[config.mk]
export PLATFORM = sky130hd
export DESIGN_NAME = universal_oscillator_flat
export DESIGN_NICKNAME = d
export VERILOG_FILES = /design/src/sv/uo_pkg.sv /design/src/sv/uo_in_if.sv /design/src/sv/uo_out_if.sv /design/src/sv/uo_mac.sv /design/src/sv/uo_div.sv /design/src/sv/universal_oscillator.sv /design/src/flat_wrapper.sv
export VERILOG_INCLUDE_DIRS = /design/src /design/src/sv
export SDC_FILE = /design/constraint.sdc
export NUM_CORES = 2
export LEC_CHECK = 0
export BUFFER_PORTS_ARGS = -buffer_cell sky130_fd_sc_hd__clkbuf_2
export CAP_MARGIN = 20
export CORE_UTILIZATION = 60
export CTS_CLUSTER_DIAMETER = 100
export DETAILED_ROUTE_END_ITERATION = 16
export PLACE_DENSITY = 0.76
export SLEW_MARGIN = 10
export SYNTH_ARGS = -nofsm -noshare
export SYNTH_HDL_FRONTEND = slang
export SYNTH_HIERARCHICAL = 1
export SYNTH_SLANG_ARGS = --single-unit
[constraint.sdc]
create_clock -name i_clk -period 8.9 [get_ports i_clk]
set_clock_uncertainty 0.15 [all_clocks]
set_input_delay 1.78 -clock i_clk [delete_from_list [all_inputs] [get_ports i_clk]]
set_output_delay 1.78 -clock i_clk [all_outputs]
set_load 0.01 [all_outputs]
[src/sv/universal_oscillator_defines.svh]
`ifndef UNIVERSAL_OSCILLATOR_DEFINES_SVH
`define UNIVERSAL_OSCILLATOR_DEFINES_SVH

// same-cycle implication
`define UO_ASSERT_NOW(label, clk, rst_n, ante, cons, msg) \
    label: assert property (@(posedge clk) disable iff (!rst_n) (ante) |-> (cons)) \
        else $error(msg);

// next-cycle implication
`define UO_ASSERT_NEXT(label, clk, rst_n, ante, cons, msg) \
    label: assert property (@(posedge clk) disable iff (!rst_n) (ante) |=> (cons)) \
        else $error(msg);

`endif

[src/sv/uo_pkg.sv]
package uo_pkg;

    localparam int SAMPLE_WIDTH = 32;
    localparam int OUT_WIDTH    = 16;
    localparam int FILT_WIDTH   = SAMPLE_WIDTH + 8;
    localparam int SUM_WIDTH    = SAMPLE_WIDTH + 1;
    localparam int COEF_WIDTH   = 32;
    localparam int FRAC_BITS    = 30;
    localparam int OPND_WIDTH   = FILT_WIDTH + 1;
    localparam int DIGIT_WIDTH  = 16;
    localparam int NUM_DIGITS   = (OPND_WIDTH + DIGIT_WIDTH - 1) / DIGIT_WIDTH;
    localparam int EXT_WIDTH    = NUM_DIGITS * DIGIT_WIDTH;
    localparam int DIGIT_IDX_W  = (NUM_DIGITS > 1) ? $clog2(NUM_DIGITS) : 1;
    localparam int PROD_WIDTH   = COEF_WIDTH + DIGIT_WIDTH + 1;
    localparam int ACC_WIDTH    = COEF_WIDTH + OPND_WIDTH + 3;
    localparam int NUM_TERMS    = 3;
    localparam int TERM_IDX_W   = $clog2(NUM_TERMS);
    localparam int REM_WIDTH    = FILT_WIDTH + 1;
    localparam int QUO_WIDTH    = OUT_WIDTH + 1;
    localparam int DIV_CNT_W    = $clog2(OUT_WIDTH + 1);
    localparam int COUNT_W      = 2;
    localparam int CFG_IDX_W    = 2;

    localparam logic [DIGIT_IDX_W-1:0] DIGIT_LAST = DIGIT_IDX_W'(NUM_DIGITS - 1);

    localparam logic [TERM_IDX_W-1:0] TERM_INPUT = TERM_IDX_W'(0);
    localparam logic [TERM_IDX_W-1:0] TERM_PREV1 = TERM_IDX_W'(1);
    localparam logic [TERM_IDX_W-1:0] TERM_PREV2 = TERM_IDX_W'(2);
    localparam logic [TERM_IDX_W-1:0] TERM_LAST  = TERM_IDX_W'(NUM_TERMS - 1);

    localparam logic [COUNT_W-1:0] COUNT_MAX = COUNT_W'(3);

    localparam logic signed [COEF_WIDTH-1:0] COEF_INPUT_RST = COEF_WIDTH'(84934000);
    localparam logic signed [COEF_WIDTH-1:0] COEF_PREV1_RST = COEF_WIDTH'(1677395000);
    localparam logic signed [COEF_WIDTH-1:0] COEF_PREV2_RST = COEF_WIDTH'(-688590000);
    localparam logic signed [COEF_WIDTH-1:0] DECAY_Q30      = COEF_WIDTH'(1064078148);

    localparam logic signed [ACC_WIDTH-1:0] ACC_ONE      = ACC_WIDTH'(1);
    localparam logic signed [ACC_WIDTH-1:0] ROUND_FILT   = ACC_ONE <<< FRAC_BITS;
    localparam logic signed [ACC_WIDTH-1:0] ROUND_PEAK   = ACC_ONE <<< (FRAC_BITS - 1);
    localparam logic signed [ACC_WIDTH-1:0] FILT_MAX_ACC =
        (ACC_ONE <<< (FILT_WIDTH - 1)) - ACC_ONE;

    localparam logic [FILT_WIDTH-1:0] PEAK_ONE    = FILT_WIDTH'(1);
    localparam logic [OUT_WIDTH-1:0]  OUT_POS_MAX = {1'b0, {(OUT_WIDTH - 1){1'b1}}};

    typedef enum logic [CFG_IDX_W-1:0] {
        CFG_COEF_INPUT = 2'd0,
        CFG_COEF_PREV1 = 2'd1,
        CFG_COEF_PREV2 = 2'd2
    } t_cfg_idx;

    typedef enum logic [3:0] {
        S_IDLE,
        S_FILT_MAC,
        S_FILT_DRAIN,
        S_FILT_DONE,
        S_PEAK_MAC,
        S_PEAK_DRAIN,
        S_PEAK_DONE,
        S_DIV,
        S_HOLD
    } t_state;

    typedef struct packed {
        logic                         issue;
        logic                         clear;
        logic                         round_filt;
        logic [DIGIT_IDX_W-1:0]       digit;
        logic signed [COEF_WIDTH-1:0] coef;
        logic signed [OPND_WIDTH-1:0] operand;
    } t_mac_req;

    typedef struct packed {
        logic                  start;
        logic                  neg;
        logic [FILT_WIDTH-1:0] dividend;
        logic [FILT_WIDTH-1:0] divisor;
    } t_div_req;

    typedef struct packed {
        logic                        busy;
        logic                        done;
        logic signed [OUT_WIDTH-1:0] result;
    } t_div_stat;

endpackage

[src/sv/uo_in_if.sv]
interface uo_in_if;
    logic                                    valid;
    logic                                    ready;
    logic signed [uo_pkg::SAMPLE_WIDTH-1:0]  price;
    logic                                    series_start;

    modport source (output valid, output price, output series_start, input ready);
    modport sink (input valid, input price, input series_start, output ready);
endinterface

[src/sv/uo_out_if.sv]
interface uo_out_if;
    logic                                 valid;
    logic                                 ready;
    logic signed [uo_pkg::OUT_WIDTH-1:0]  oscillator;

    modport source (output valid, output oscillator, input ready);
    modport sink (input valid, input oscillator, output ready);
endinterface

[src/sv/uo_mac.sv]
`include "universal_oscillator_defines.svh"

module uo_mac (
    input  logic                                   i_clk,
    input  logic                                   i_rst_n,
    input  uo_pkg::t_mac_req                       i_req,
    output logic signed [uo_pkg::ACC_WIDTH-1:0]    o_acc
);

    logic signed [uo_pkg::EXT_WIDTH-1:0]   w_ext;
    logic [uo_pkg::DIGIT_WIDTH-1:0]        w_raw;
    logic signed [uo_pkg::DIGIT_WIDTH:0]   w_digit;
    logic signed [uo_pkg::ACC_WIDTH-1:0]   w_term;

    logic signed [uo_pkg::PROD_WIDTH-1:0]  r_prod;
    logic                                  r_prod_valid;
    logic [uo_pkg::DIGIT_IDX_W-1:0]        r_shift;
    logic signed [uo_pkg::ACC_WIDTH-1:0]   r_acc;

    // one 16-bit digit of the operand per pass, top digit signed
    always_comb begin
        w_ext = uo_pkg::EXT_WIDTH'($signed(i_req.operand));
        w_raw = w_ext[i_req.digit * uo_pkg::DIGIT_WIDTH +: uo_pkg::DIGIT_WIDTH];
        if (i_req.digit == uo_pkg::DIGIT_LAST) begin
            w_digit = $signed({w_raw[uo_pkg::DIGIT_WIDTH-1], w_raw});
        end else begin
            w_digit = $signed({1'b0, w_raw});
        end
        w_term = uo_pkg::ACC_WIDTH'(r_prod) <<< (r_shift * uo_pkg::DIGIT_WIDTH);
    end

    always_ff @(posedge i_clk) begin
        if (!i_rst_n) begin
            r_prod_valid <= 1'b0;
        end else begin
            r_prod_valid <= i_req.issue;
        end
    end

    always_ff @(posedge i_clk) begin
        r_prod  <= i_req.coef * w_digit;
        r_shift <= i_req.digit;
        if (i_req.clear) begin
            r_acc <= i_req.round_filt ? uo_pkg::ROUND_FILT : uo_pkg::ROUND_PEAK;
        end else if (r_prod_valid) begin
            r_acc <= r_acc + w_term;
        end
    end

    assign o_acc = r_acc;

    `UO_ASSERT_NOW(a_clear_no_pending, i_clk, i_rst_n, i_req.clear, !r_prod_valid, "accumulator cleared with a product in flight")

endmodule

[src/sv/uo_div.sv]
`include "universal_oscillator_defines.svh"

module uo_div (
    input  logic               i_clk,
    input  logic               i_rst_n,
    input  uo_pkg::t_div_req   i_req,
    output uo_pkg::t_div_stat  o_stat
);

    logic                               r_busy;
    logic                               r_done;
    logic [uo_pkg::DIV_CNT_W-1:0]       r_cnt;
    logic [uo_pkg::REM_WIDTH-1:0]       r_rem;
    logic [uo_pkg::FILT_WIDTH-1:0]      r_dvs;
    logic [uo_pkg::QUO_WIDTH-1:0]       r_quo;
    logic                               r_neg;

    logic                               w_first;
    logic                               w_last;
    logic                               w_ge;
    logic [uo_pkg::REM_WIDTH-1:0]       w_trial;
    logic [uo_pkg::REM_WIDTH-1:0]       w_rem_next;
    logic [uo_pkg::QUO_WIDTH-1:0]       w_quo_inc;
    logic [uo_pkg::OUT_WIDTH-1:0]       w_mag;

    always_comb begin
        w_first    = (r_cnt == '0);
        w_last     = (r_cnt == uo_pkg::DIV_CNT_W'(uo_pkg::OUT_WIDTH));
        w_trial    = w_first ? r_rem : (r_rem << 1);
        w_ge       = (w_trial >= {1'b0, r_dvs});
        w_rem_next = w_ge ? (w_trial - {1'b0, r_dvs}) : w_trial;
    end

    always_ff @(posedge i_clk) begin
        if (!i_rst_n) begin
            r_busy <= 1'b0;
            r_done <= 1'b0;
            r_cnt  <= '0;
        end else begin
            r_done <= r_busy && w_last;
            if (i_req.start) begin
                r_busy <= 1'b1;
                r_cnt  <= '0;
            end else if (r_busy) begin
                r_cnt <= r_cnt + uo_pkg::DIV_CNT_W'(1);
                if (w_last) begin
                    r_busy <= 1'b0;
                end
            end
        end
    end

    always_ff @(posedge i_clk) begin
        if (i_req.start) begin
            r_rem <= {1'b0, i_req.dividend};
            r_dvs <= i_req.divisor;
            r_quo <= '0;
            r_neg <= i_req.neg;
        end else if (r_busy) begin
            r_rem <= w_rem_next;
            r_quo <= {r_quo[uo_pkg::QUO_WIDTH-2:0], w_ge};
        end
    end

    // round half away from zero on the magnitude, clip +1 to the largest code
    always_comb begin
        w_quo_inc     = r_quo + uo_pkg::QUO_WIDTH'(1);
        w_mag         = w_quo_inc[uo_pkg::QUO_WIDTH-1:1];
        o_stat.busy   = r_busy;
        o_stat.done   = r_done;
        if (r_neg) begin
            o_stat.result = -w_mag;
        end else if (w_mag > uo_pkg::OUT_POS_MAX) begin
            o_stat.result = uo_pkg::OUT_POS_MAX;
        end else begin
            o_stat.result = w_mag;
        end
    end

    `UO_ASSERT_NOW(a_rem_below_dvs, i_clk, i_rst_n, (r_busy && (r_cnt != '0)), (r_rem < {1'b0, r_dvs}), "partial remainder not below divisor")
    `UO_ASSERT_NEXT(a_done_pulse, i_clk, i_rst_n, r_done, !r_done, "divider done held over two cycles")

endmodule

[src/sv/universal_oscillator.sv]
// an accepted word passes the filter, the peak and the divider before its result
//   word is valid, the first sample of a series skipping filter and peak; a new word
//   is taken only in idle, after the last result is loaded; a full word takes 12
//   passes of the shared 32x17 multiplier and 17 steps of the bit-serial divider
// reset: synchronous active low, restores coefficient defaults and clears history
`include "universal_oscillator_defines.svh"

module universal_oscillator (
    input  logic                              i_clk,
    input  logic                              i_rst_n,
    input  logic                              i_cfg_we,
    input  logic [uo_pkg::CFG_IDX_W-1:0]      i_cfg_index,
    input  logic [uo_pkg::COEF_WIDTH-1:0]     i_cfg_data,
    uo_in_if.sink                             i_in,
    uo_out_if.source                          o_out
);

    uo_pkg::t_state                          r_state, n_state;

    logic signed [uo_pkg::COEF_WIDTH-1:0]    r_coef_input, r_coef_prev1, r_coef_prev2;
    logic signed [uo_pkg::SAMPLE_WIDTH-1:0]  r_price_prev1, r_price_prev2, r_noise_prev;
    logic signed [uo_pkg::FILT_WIDTH-1:0]    r_filt_prev1, r_filt_prev2;
    logic [uo_pkg::FILT_WIDTH-1:0]           r_peak;
    logic [uo_pkg::COUNT_W-1:0]              r_count;
    logic [uo_pkg::TERM_IDX_W-1:0]           r_term;
    logic [uo_pkg::DIGIT_IDX_W-1:0]          r_digit;
    logic signed [uo_pkg::SUM_WIDTH-1:0]     r_sum;
    logic [uo_pkg::FILT_WIDTH-1:0]           r_mag;
    logic                                    r_neg;
    logic                                    r_out_valid;
    logic signed [uo_pkg::OUT_WIDTH-1:0]     r_out_data;

    logic                                    w_in_ready;
    logic                                    w_accept;
    logic [uo_pkg::COUNT_W-1:0]              w_idx;
    logic signed [uo_pkg::SUM_WIDTH-1:0]     w_diff;
    logic signed [uo_pkg::SAMPLE_WIDTH-1:0]  w_noise;
    logic signed [uo_pkg::SUM_WIDTH-1:0]     w_sum;
    logic                                    w_filt_last;
    logic                                    w_peak_last;
    logic signed [uo_pkg::ACC_WIDTH-1:0]     w_acc;
    logic signed [uo_pkg::ACC_WIDTH-1:0]     w_filt_wide;
    logic signed [uo_pkg::ACC_WIDTH-1:0]     w_filt_clip;
    logic signed [uo_pkg::FILT_WIDTH-1:0]    w_filt;
    logic [uo_pkg::FILT_WIDTH-1:0]           w_filt_mag;
    logic signed [uo_pkg::ACC_WIDTH-1:0]     w_peak_wide;
    logic [uo_pkg::FILT_WIDTH-1:0]           w_peak_dec;
    logic [uo_pkg::FILT_WIDTH-1:0]           w_peak_new;
    logic                                    w_out_load;
    uo_pkg::t_mac_req                        w_mac_req;
    uo_pkg::t_div_req                        w_div_req;
    uo_pkg::t_div_stat                       w_div_stat;

    uo_mac u_mac (
        .i_clk   (i_clk),
        .i_rst_n (i_rst_n),
        .i_req   (w_mac_req),
        .o_acc   (w_acc)
    );

    uo_div u_div (
        .i_clk   (i_clk),
        .i_rst_n (i_rst_n),
        .i_req   (w_div_req),
        .o_stat  (w_div_stat)
    );

    assign w_in_ready       = (r_state == uo_pkg::S_IDLE);
    assign w_accept         = i_in.valid && w_in_ready;
    assign i_in.ready       = w_in_ready;
    assign o_out.valid      = r_out_valid;
    assign o_out.oscillator = r_out_data;

    // input pair for the filter
    always_comb begin
        w_idx   = i_in.series_start ? '0 : r_count;
        w_diff  = uo_pkg::SUM_WIDTH'(i_in.price) - uo_pkg::SUM_WIDTH'(r_price_prev2);
        w_noise = uo_pkg::SAMPLE_WIDTH'(w_diff >>> 1);
        if (w_idx != uo_pkg::COUNT_MAX) begin
            w_sum = uo_pkg::SUM_WIDTH'(i_in.price) + uo_pkg::SUM_WIDTH'(r_price_prev1);
        end else begin
            w_sum = uo_pkg::SUM_WIDTH'(w_noise) + uo_pkg::SUM_WIDTH'(r_noise_prev);
        end
    end

    // filter round and clip, peak decay and floor
    always_comb begin
        w_filt_wide = w_acc >>> (uo_pkg::FRAC_BITS + 1);
        if (w_filt_wide > uo_pkg::FILT_MAX_ACC) begin
            w_filt_clip = uo_pkg::FILT_MAX_ACC;
        end else if (w_filt_wide < -uo_pkg::FILT_MAX_ACC) begin
            w_filt_clip = -uo_pkg::FILT_MAX_ACC;
        end else begin
            w_filt_clip = w_filt_wide;
        end
        w_filt     = w_filt_clip[uo_pkg::FILT_WIDTH-1:0];
        w_filt_mag = w_filt[uo_pkg::FILT_WIDTH-1] ? uo_pkg::FILT_WIDTH'(-w_filt)
                                                   : uo_pkg::FILT_WIDTH'(w_filt);

        w_peak_wide = w_acc >>> uo_pkg::FRAC_BITS;
        if (w_peak_wide < uo_pkg::ACC_ONE) begin
            w_peak_dec = uo_pkg::PEAK_ONE;
        end else begin
            w_peak_dec = w_peak_wide[uo_pkg::FILT_WIDTH-1:0];
        end
        w_peak_new = (r_mag > w_peak_dec) ? r_mag : w_peak_dec;

        w_filt_last = (r_term == uo_pkg::TERM_LAST) && (r_digit == uo_pkg::DIGIT_LAST);
        w_peak_last = (r_digit == uo_pkg::DIGIT_LAST);
    end

    // next state
    always_comb begin
        n_state = r_state;
        unique case (r_state)
            uo_pkg::S_IDLE: begin
                if (w_accept) begin
                    n_state = (w_idx == '0) ? uo_pkg::S_DIV : uo_pkg::S_FILT_MAC;
                end
            end
            uo_pkg::S_FILT_MAC: begin
                if (w_filt_last) begin
                    n_state = uo_pkg::S_FILT_DRAIN;
                end
            end
            uo_pkg::S_FILT_DRAIN: n_state = uo_pkg::S_FILT_DONE;
            uo_pkg::S_FILT_DONE:  n_state = uo_pkg::S_PEAK_MAC;
            uo_pkg::S_PEAK_MAC: begin
                if (w_peak_last) begin
                    n_state = uo_pkg::S_PEAK_DRAIN;
                end
            end
            uo_pkg::S_PEAK_DRAIN: n_state = uo_pkg::S_PEAK_DONE;
            uo_pkg::S_PEAK_DONE:  n_state = uo_pkg::S_DIV;
            uo_pkg::S_DIV: begin
                if (w_div_stat.done) begin
                    n_state = uo_pkg::S_HOLD;
                end
            end
            uo_pkg::S_HOLD: begin
                if (w_out_load) begin
                    n_state = uo_pkg::S_IDLE;
                end
            end
            default: n_state = uo_pkg::S_IDLE;
        endcase
    end

    // sequencer outputs
    always_comb begin
        w_mac_req       = '0;
        w_div_req       = '0;
        w_out_load      = 1'b0;
        w_mac_req.digit = r_digit;
        unique case (r_state)
            uo_pkg::S_IDLE: begin
                if (w_accept && (w_idx == '0)) begin
                    w_div_req.start   = 1'b1;
                    w_div_req.divisor = uo_pkg::PEAK_ONE;
                end
            end
            uo_pkg::S_FILT_MAC: begin
                w_mac_req.issue      = 1'b1;
                w_mac_req.clear      = (r_term == uo_pkg::TERM_INPUT) && (r_digit == '0);
                w_mac_req.round_filt = 1'b1;
                case (r_term)
                    uo_pkg::TERM_INPUT: begin
                        w_mac_req.coef    = r_coef_input;
                        w_mac_req.operand = uo_pkg::OPND_WIDTH'(r_sum);
                    end
                    uo_pkg::TERM_PREV1: begin
                        w_mac_req.coef    = r_coef_prev1;
                        w_mac_req.operand = $signed({r_filt_prev1, 1'b0});
                    end
                    uo_pkg::TERM_PREV2: begin
                        w_mac_req.coef    = r_coef_prev2;
                        w_mac_req.operand = $signed({r_filt_prev2, 1'b0});
                    end
                    default: begin
                        w_mac_req.coef    = '0;
                        w_mac_req.operand = '0;
                    end
                endcase
            end
            uo_pkg::S_PEAK_MAC: begin
                w_mac_req.issue   = 1'b1;
                w_mac_req.clear   = (r_digit == '0);
                w_mac_req.coef    = uo_pkg::DECAY_Q30;
                w_mac_req.operand = $signed({1'b0, r_peak});
            end
            uo_pkg::S_PEAK_DONE: begin
                w_div_req.start    = 1'b1;
                w_div_req.neg      = r_neg;
                w_div_req.dividend = r_mag;
                w_div_req.divisor  = w_peak_new;
            end
            uo_pkg::S_HOLD: begin
                w_out_load = !r_out_valid || o_out.ready;
            end
            default: ;
        endcase
    end

    always_ff @(posedge i_clk) begin
        if (!i_rst_n) begin
            r_state       <= uo_pkg::S_IDLE;
            r_coef_input  <= uo_pkg::COEF_INPUT_RST;
            r_coef_prev1  <= uo_pkg::COEF_PREV1_RST;
            r_coef_prev2  <= uo_pkg::COEF_PREV2_RST;
            r_price_prev1 <= '0;
            r_price_prev2 <= '0;
            r_noise_prev  <= '0;
            r_filt_prev1  <= '0;
            r_filt_prev2  <= '0;
            r_peak        <= uo_pkg::PEAK_ONE;
            r_count       <= '0;
            r_term        <= '0;
            r_digit       <= '0;
            r_out_valid   <= 1'b0;
        end else begin
            r_state <= n_state;

            if (i_cfg_we) begin
                unique case (uo_pkg::t_cfg_idx'(i_cfg_index))
                    uo_pkg::CFG_COEF_INPUT: r_coef_input <= i_cfg_data;
                    uo_pkg::CFG_COEF_PREV1: r_coef_prev1 <= i_cfg_data;
                    uo_pkg::CFG_COEF_PREV2: r_coef_prev2 <= i_cfg_data;
                    default: ;
                endcase
            end

            if (w_accept) begin
                r_price_prev2 <= r_price_prev1;
                r_price_prev1 <= i_in.price;
                r_noise_prev  <= w_noise;
                r_count       <= (w_idx == uo_pkg::COUNT_MAX) ? uo_pkg::COUNT_MAX
                                                              : w_idx + uo_pkg::COUNT_W'(1);
                r_term        <= '0;
                r_digit       <= '0;
                if (w_idx == '0) begin
                    r_filt_prev1 <= '0;
                    r_filt_prev2 <= '0;
                    r_peak       <= uo_pkg::PEAK_ONE;
                end
            end

            unique case (r_state)
                uo_pkg::S_FILT_MAC: begin
                    if (r_digit == uo_pkg::DIGIT_LAST) begin
                        r_digit <= '0;
                        r_term  <= r_term + uo_pkg::TERM_IDX_W'(1);
                    end else begin
                        r_digit <= r_digit + uo_pkg::DIGIT_IDX_W'(1);
                    end
                end
                uo_pkg::S_FILT_DONE: begin
                    r_filt_prev2 <= r_filt_prev1;
                    r_filt_prev1 <= w_filt;
                    r_digit      <= '0;
                end
                uo_pkg::S_PEAK_MAC: begin
                    if (r_digit == uo_pkg::DIGIT_LAST) begin
                        r_digit <= '0;
                    end else begin
                        r_digit <= r_digit + uo_pkg::DIGIT_IDX_W'(1);
                    end
                end
                uo_pkg::S_PEAK_DONE: begin
                    r_peak <= w_peak_new;
                end
                default: ;
            endcase

            if (w_out_load) begin
                r_out_valid <= 1'b1;
            end else if (o_out.ready) begin
                r_out_valid <= 1'b0;
            end
        end
    end

    always_ff @(posedge i_clk) begin
        if (w_accept) begin
            r_sum <= w_sum;
        end
        if (r_state == uo_pkg::S_FILT_DONE) begin
            r_mag <= w_filt_mag;
            r_neg <= w_filt[uo_pkg::FILT_WIDTH-1];
        end
        if (w_out_load) begin
            r_out_data <= w_div_stat.result;
        end
    end

    `UO_ASSERT_NOW(a_ready_div_idle, i_clk, i_rst_n, w_in_ready, !w_div_stat.busy, "new word taken while divider busy")
    `UO_ASSERT_NOW(a_peak_nonzero, i_clk, i_rst_n, 1'b1, (r_peak != '0), "peak level reached zero")

endmodule
[src/flat_wrapper.sv]
// flat-port wrapper written by rule: the top's interface ports become plain ports
module universal_oscillator_flat 
  (i_clk, i_rst_n, i_cfg_we, i_cfg_index, i_cfg_data, i_in_valid, i_in_price, i_in_series_start, i_in_ready, o_out_valid, o_out_oscillator, o_out_ready);
  uo_in_if i_in_i ();
  uo_out_if o_out_i ();
  input  logic i_clk;
  input  logic i_rst_n;
  input  logic i_cfg_we;
  input  logic [uo_pkg::CFG_IDX_W-1:0] i_cfg_index;
  input  logic [uo_pkg::COEF_WIDTH-1:0] i_cfg_data;
  input wire logic [$bits(i_in_i.valid)-1:0] i_in_valid;
  input wire logic [$bits(i_in_i.price)-1:0] i_in_price;
  input wire logic [$bits(i_in_i.series_start)-1:0] i_in_series_start;
  output wire logic [$bits(i_in_i.ready)-1:0] i_in_ready;
  output wire logic [$bits(o_out_i.valid)-1:0] o_out_valid;
  output wire logic [$bits(o_out_i.oscillator)-1:0] o_out_oscillator;
  input wire logic [$bits(o_out_i.ready)-1:0] o_out_ready;
  assign i_in_i.valid = i_in_valid;
  assign i_in_i.price = i_in_price;
  assign i_in_i.series_start = i_in_series_start;
  assign i_in_ready = i_in_i.ready;
  assign o_out_valid = o_out_i.valid;
  assign o_out_oscillator = o_out_i.oscillator;
  assign o_out_i.ready = o_out_ready;
  universal_oscillator u_core (.i_clk(i_clk), .i_rst_n(i_rst_n), .i_cfg_we(i_cfg_we), .i_cfg_index(i_cfg_index), .i_cfg_data(i_cfg_data), .i_in(i_in_i), .o_out(o_out_i));
endmodule
==> flow_summary_export.csv <==
group,metric,value,unit
layout,layout.nets,8134,
global_route,antenna_found_initial,11,
global_route,grt_first_pass_wirelength,275,mm
detailed_routing,first_pass_iters,10,
sta,rsz0062_at_grt,"false",
clocking,clk_path_buf_depth,3,
sta,slew_headroom,24.7,%
setup_path,worstPathRequired,9.33,ns
clocking,cts_sinks,647,
layout,final_layout_size_suffix_gt1_share,7.50,%
detailed_routing,drcViolationCount,0,
global_route,gr-total-overflow,0,
layout,n_fill_cell,8436,
setup_path,ff2ff_setup_slack,0.42,ns
floorplanning,die_height,322,microns
placed_design,dp_hpwl,129,mm
setup_path,worstPathArrival,8.91,ns
sta,period_share,95.3,%
floorplanning,die_w,322,microns
sta,slew_violations,0,
floorplanning,die_area,103000,sq um
worst_hold_path,worst_hold_startpoint,"u_core/r_peak[4]",
clocking,clock_latency,0.67,ns
floorplanning,start_util,60.9,%
setup_path,critPathMaxFanout,24,
placed_design,io_buffers,89,
detailed_routing,vias_per_cell,6.06,
setup_path,r2r-end,"u_core/u_mac/r_prod[28]",
clocking,clkTransAtPathRegs,0.06,ns
clocking,cts_buffers,76,
setup_path,cp_slowest_cell,"fa_1",
sta,finalSetupTns,0,ns
layout,syn_to_final_growth,7.19,%
synth,synth_cells,7289,
detailed_routing,wire_per_inst,20.2,microns
detailed_routing,dr.first_iter.drc_count,5265,
global_route,grt_pass1_vias,50400,
clocking,clock-root-buffer,"clkbuf_16",
pwr,irDropWorstVdd,0.242,mV
clocking,cts_tree,"built",
setup_path,crit_path_end_kind,"flip-flop",
setup_path,slowest_delay,0.54,ns
detailed_routing,top_layer_used,"met5",
synth,syn_nets,8262,
detailed_routing,wl_met2,76.9,mm
setup_path,worst-r2r-cell-count,31,
sta,worst_hold_slack,0.311,ns
worst_hold_path,hp-class,"flip-flop to flip-flop",
setup_path,r2r-start,"u_core/r_term[0]",
detailed_routing,wl_met1,72.8,mm
layout,utilization,65.3,%
floorplanning,core-area,101000,sq um
synth,synth_area,61300,sq um
global_route,grt_max_degree,91,
clocking,post-cts-setup-buffers,0,
sta,hold_violations,0,
sta,layout_min_cycle_time,8.48,ns
floorplanning,rows,116,
detailed_routing,vias,52000,
status,status,"finished clean",
worst_hold_path,min_to,"u_core/r_peak[4]",
job,max_cap_violations,0,
synth,yosysWarnings,6,
pwr,p_leak,29.0,nW
detailed_routing,ant_nets,0,
clocking,cts-htree-levels,3,
worst_hold_path,hold_path_depth,2,
floorplanning,io_pins,90,
placed_design,gp_congestion,0.974,
global_route,grt_usage,33.5,%
setup_path,start_kind,"flip-flop",
pwr,power_density,328,nW/um^2
sta,fmax,118,MHz
sta,worst_pin_slew,1.13,ns
sta,finalSetupViolations,0,
detailed_routing,routed_wl,173,mm
setup_path,crit_type,"flip-flop to flip-flop",
detailed_routing,wl_met3,17.6,mm
synth,synth_area_per_cell,8.41,sq um
[cell type report]
cell class	count	area, sq um	area share [%]
tap	1357	1700	2.58
multi-input combinational	5380	41200	62.7
antenna	7	17.5	0.0267
timing repair buffer	211	1530	2.33
inverter	845	3170	4.83
clock buffer	113	2300	3.50
clock inverter	26	337	0.512
sequential	647	15400	23.5
[how the worst max path moves through the flow]
stage	startpoint	end	slack, ns	cells after the start
3_3_place_gp	u_core/r_term[0]	u_core/u_mac/r_prod[47]	0.49	28
5_1_grt	u_core/r_state[2]	u_core/u_mac/r_prod[47]	0.02	29
6_report	u_core/r_term[0]	u_core/u_mac/r_prod[28]	0.42	31
4_1_cts	u_core/r_term[0]	u_core/u_mac/r_prod[47]	0.35	28
2_1_floorplan	u_core/r_state[3]	u_core/u_mac/r_prod[45]	0.69	31
3_5_place_dp	u_core/r_term[0]	u_core/u_mac/r_prod[47]	0.37	28
[cell usage in the layout, fill, tap and decap left out, types with 18 or more instances in the layout]
master / n
o31ai_1: 19
and3_1: 30
ha_1: 371
a31oi_1: 35
or2_2: 18
buf_4: 106
nor3b_1: 25
o21a_1: 41
o21ai_0: 341
nand4_1: 80
o21bai_1: 37
clkbuf_16: 82
nand2_1: 1103
xor2_1: 111
fa_1: 527
a21o_1: 137
mux2i_1: 111
inv_1: 841
a222oi_1: 63
a211oi_1: 28
nand3_1: 206
xnor2_1: 156
a21boi_0: 187
nor3_1: 69
nand2b_1: 28
or3_1: 20
nor2_1: 481
edfxtp_1: 247
and2_1: 270
o211ai_1: 20
clkbuf_2: 89
mux2_2: 81
dfxtp_1: 398
o21ai_1: 24
a21oi_1: 432
nor2b_1: 52
[sequential cells by signal, indices dropped and copies added, names as in the netlist, 40 cells and up]
| name | cells |
|---|---|
| u_core/u_div/r_dvs | 40 |
| u_core/r_mag | 40 |
| u_core/r_filt_prev1 | 40 |
| u_core/u_mac/o_acc | 76 |
| u_core/r_filt_prev2 | 40 |
| u_core/u_div/r_rem | 41 |
| u_core/r_peak | 40 |
| u_core/u_mac/r_prod | 49 |
[metal layers]
metal | up-vias | global-route usage (%)
li1 | 24100 | -
met1 | 25000 | 46.7
met2 | 2500 | 52.0
met3 | 380 | 6.24
met4 | 2 | 12.0
met5 | - | 0
[what timing repair did]
item / CTS / global route
gates resized for setup: 0 / 9
hold buffers: 0 / 0
setup endpoints to repair: 0 / 10
hold endpoints to repair: 0 / 0
[metrics by stage]
step / cells / total power [mW] / setup slack, ns / cell area (sq um)
global route: 8585 / 23.0 / 0.0181 / 65700
finish: 8586 / 21.6 / 0.416 / 65700
floorplan: 7289 / 14.2 / 0.690 / 61300
global placement: 8437 / 17.7 / 0.493 / 63000
CTS: 8577 / 21.3 / 0.348 / 65600
detailed placement: 8438 / 17.9 / 0.371 / 63000
[report_power, final]
group / leakage (nW) / internal [mW] / total (mW) / switching (mW)
Combinational: 22.1 / 4.75 / 13.3 / 8.53
Sequential: 5.57 / 4.24 / 4.98 / 0.733
Clock: 1.29 / 1.98 / 3.29 / 1.31
[critical path: cells and delay by family (launching register included)]
family | cells | cell delay, ns
XOR/XNOR | 1 | 0.14
flip-flops | 1 | 0.37
AO/OA/AOI/OAI | 12 | 2.50
multiplexers | 1 | 0.23
buffers and inverters | 8 | 1.11
AND/OR/NAND/NOR | 1 | 0.14
adder cells (fa/ha/maj) | 8 | 3.74
No activity file was read; power rests on OpenSTA's default activity.
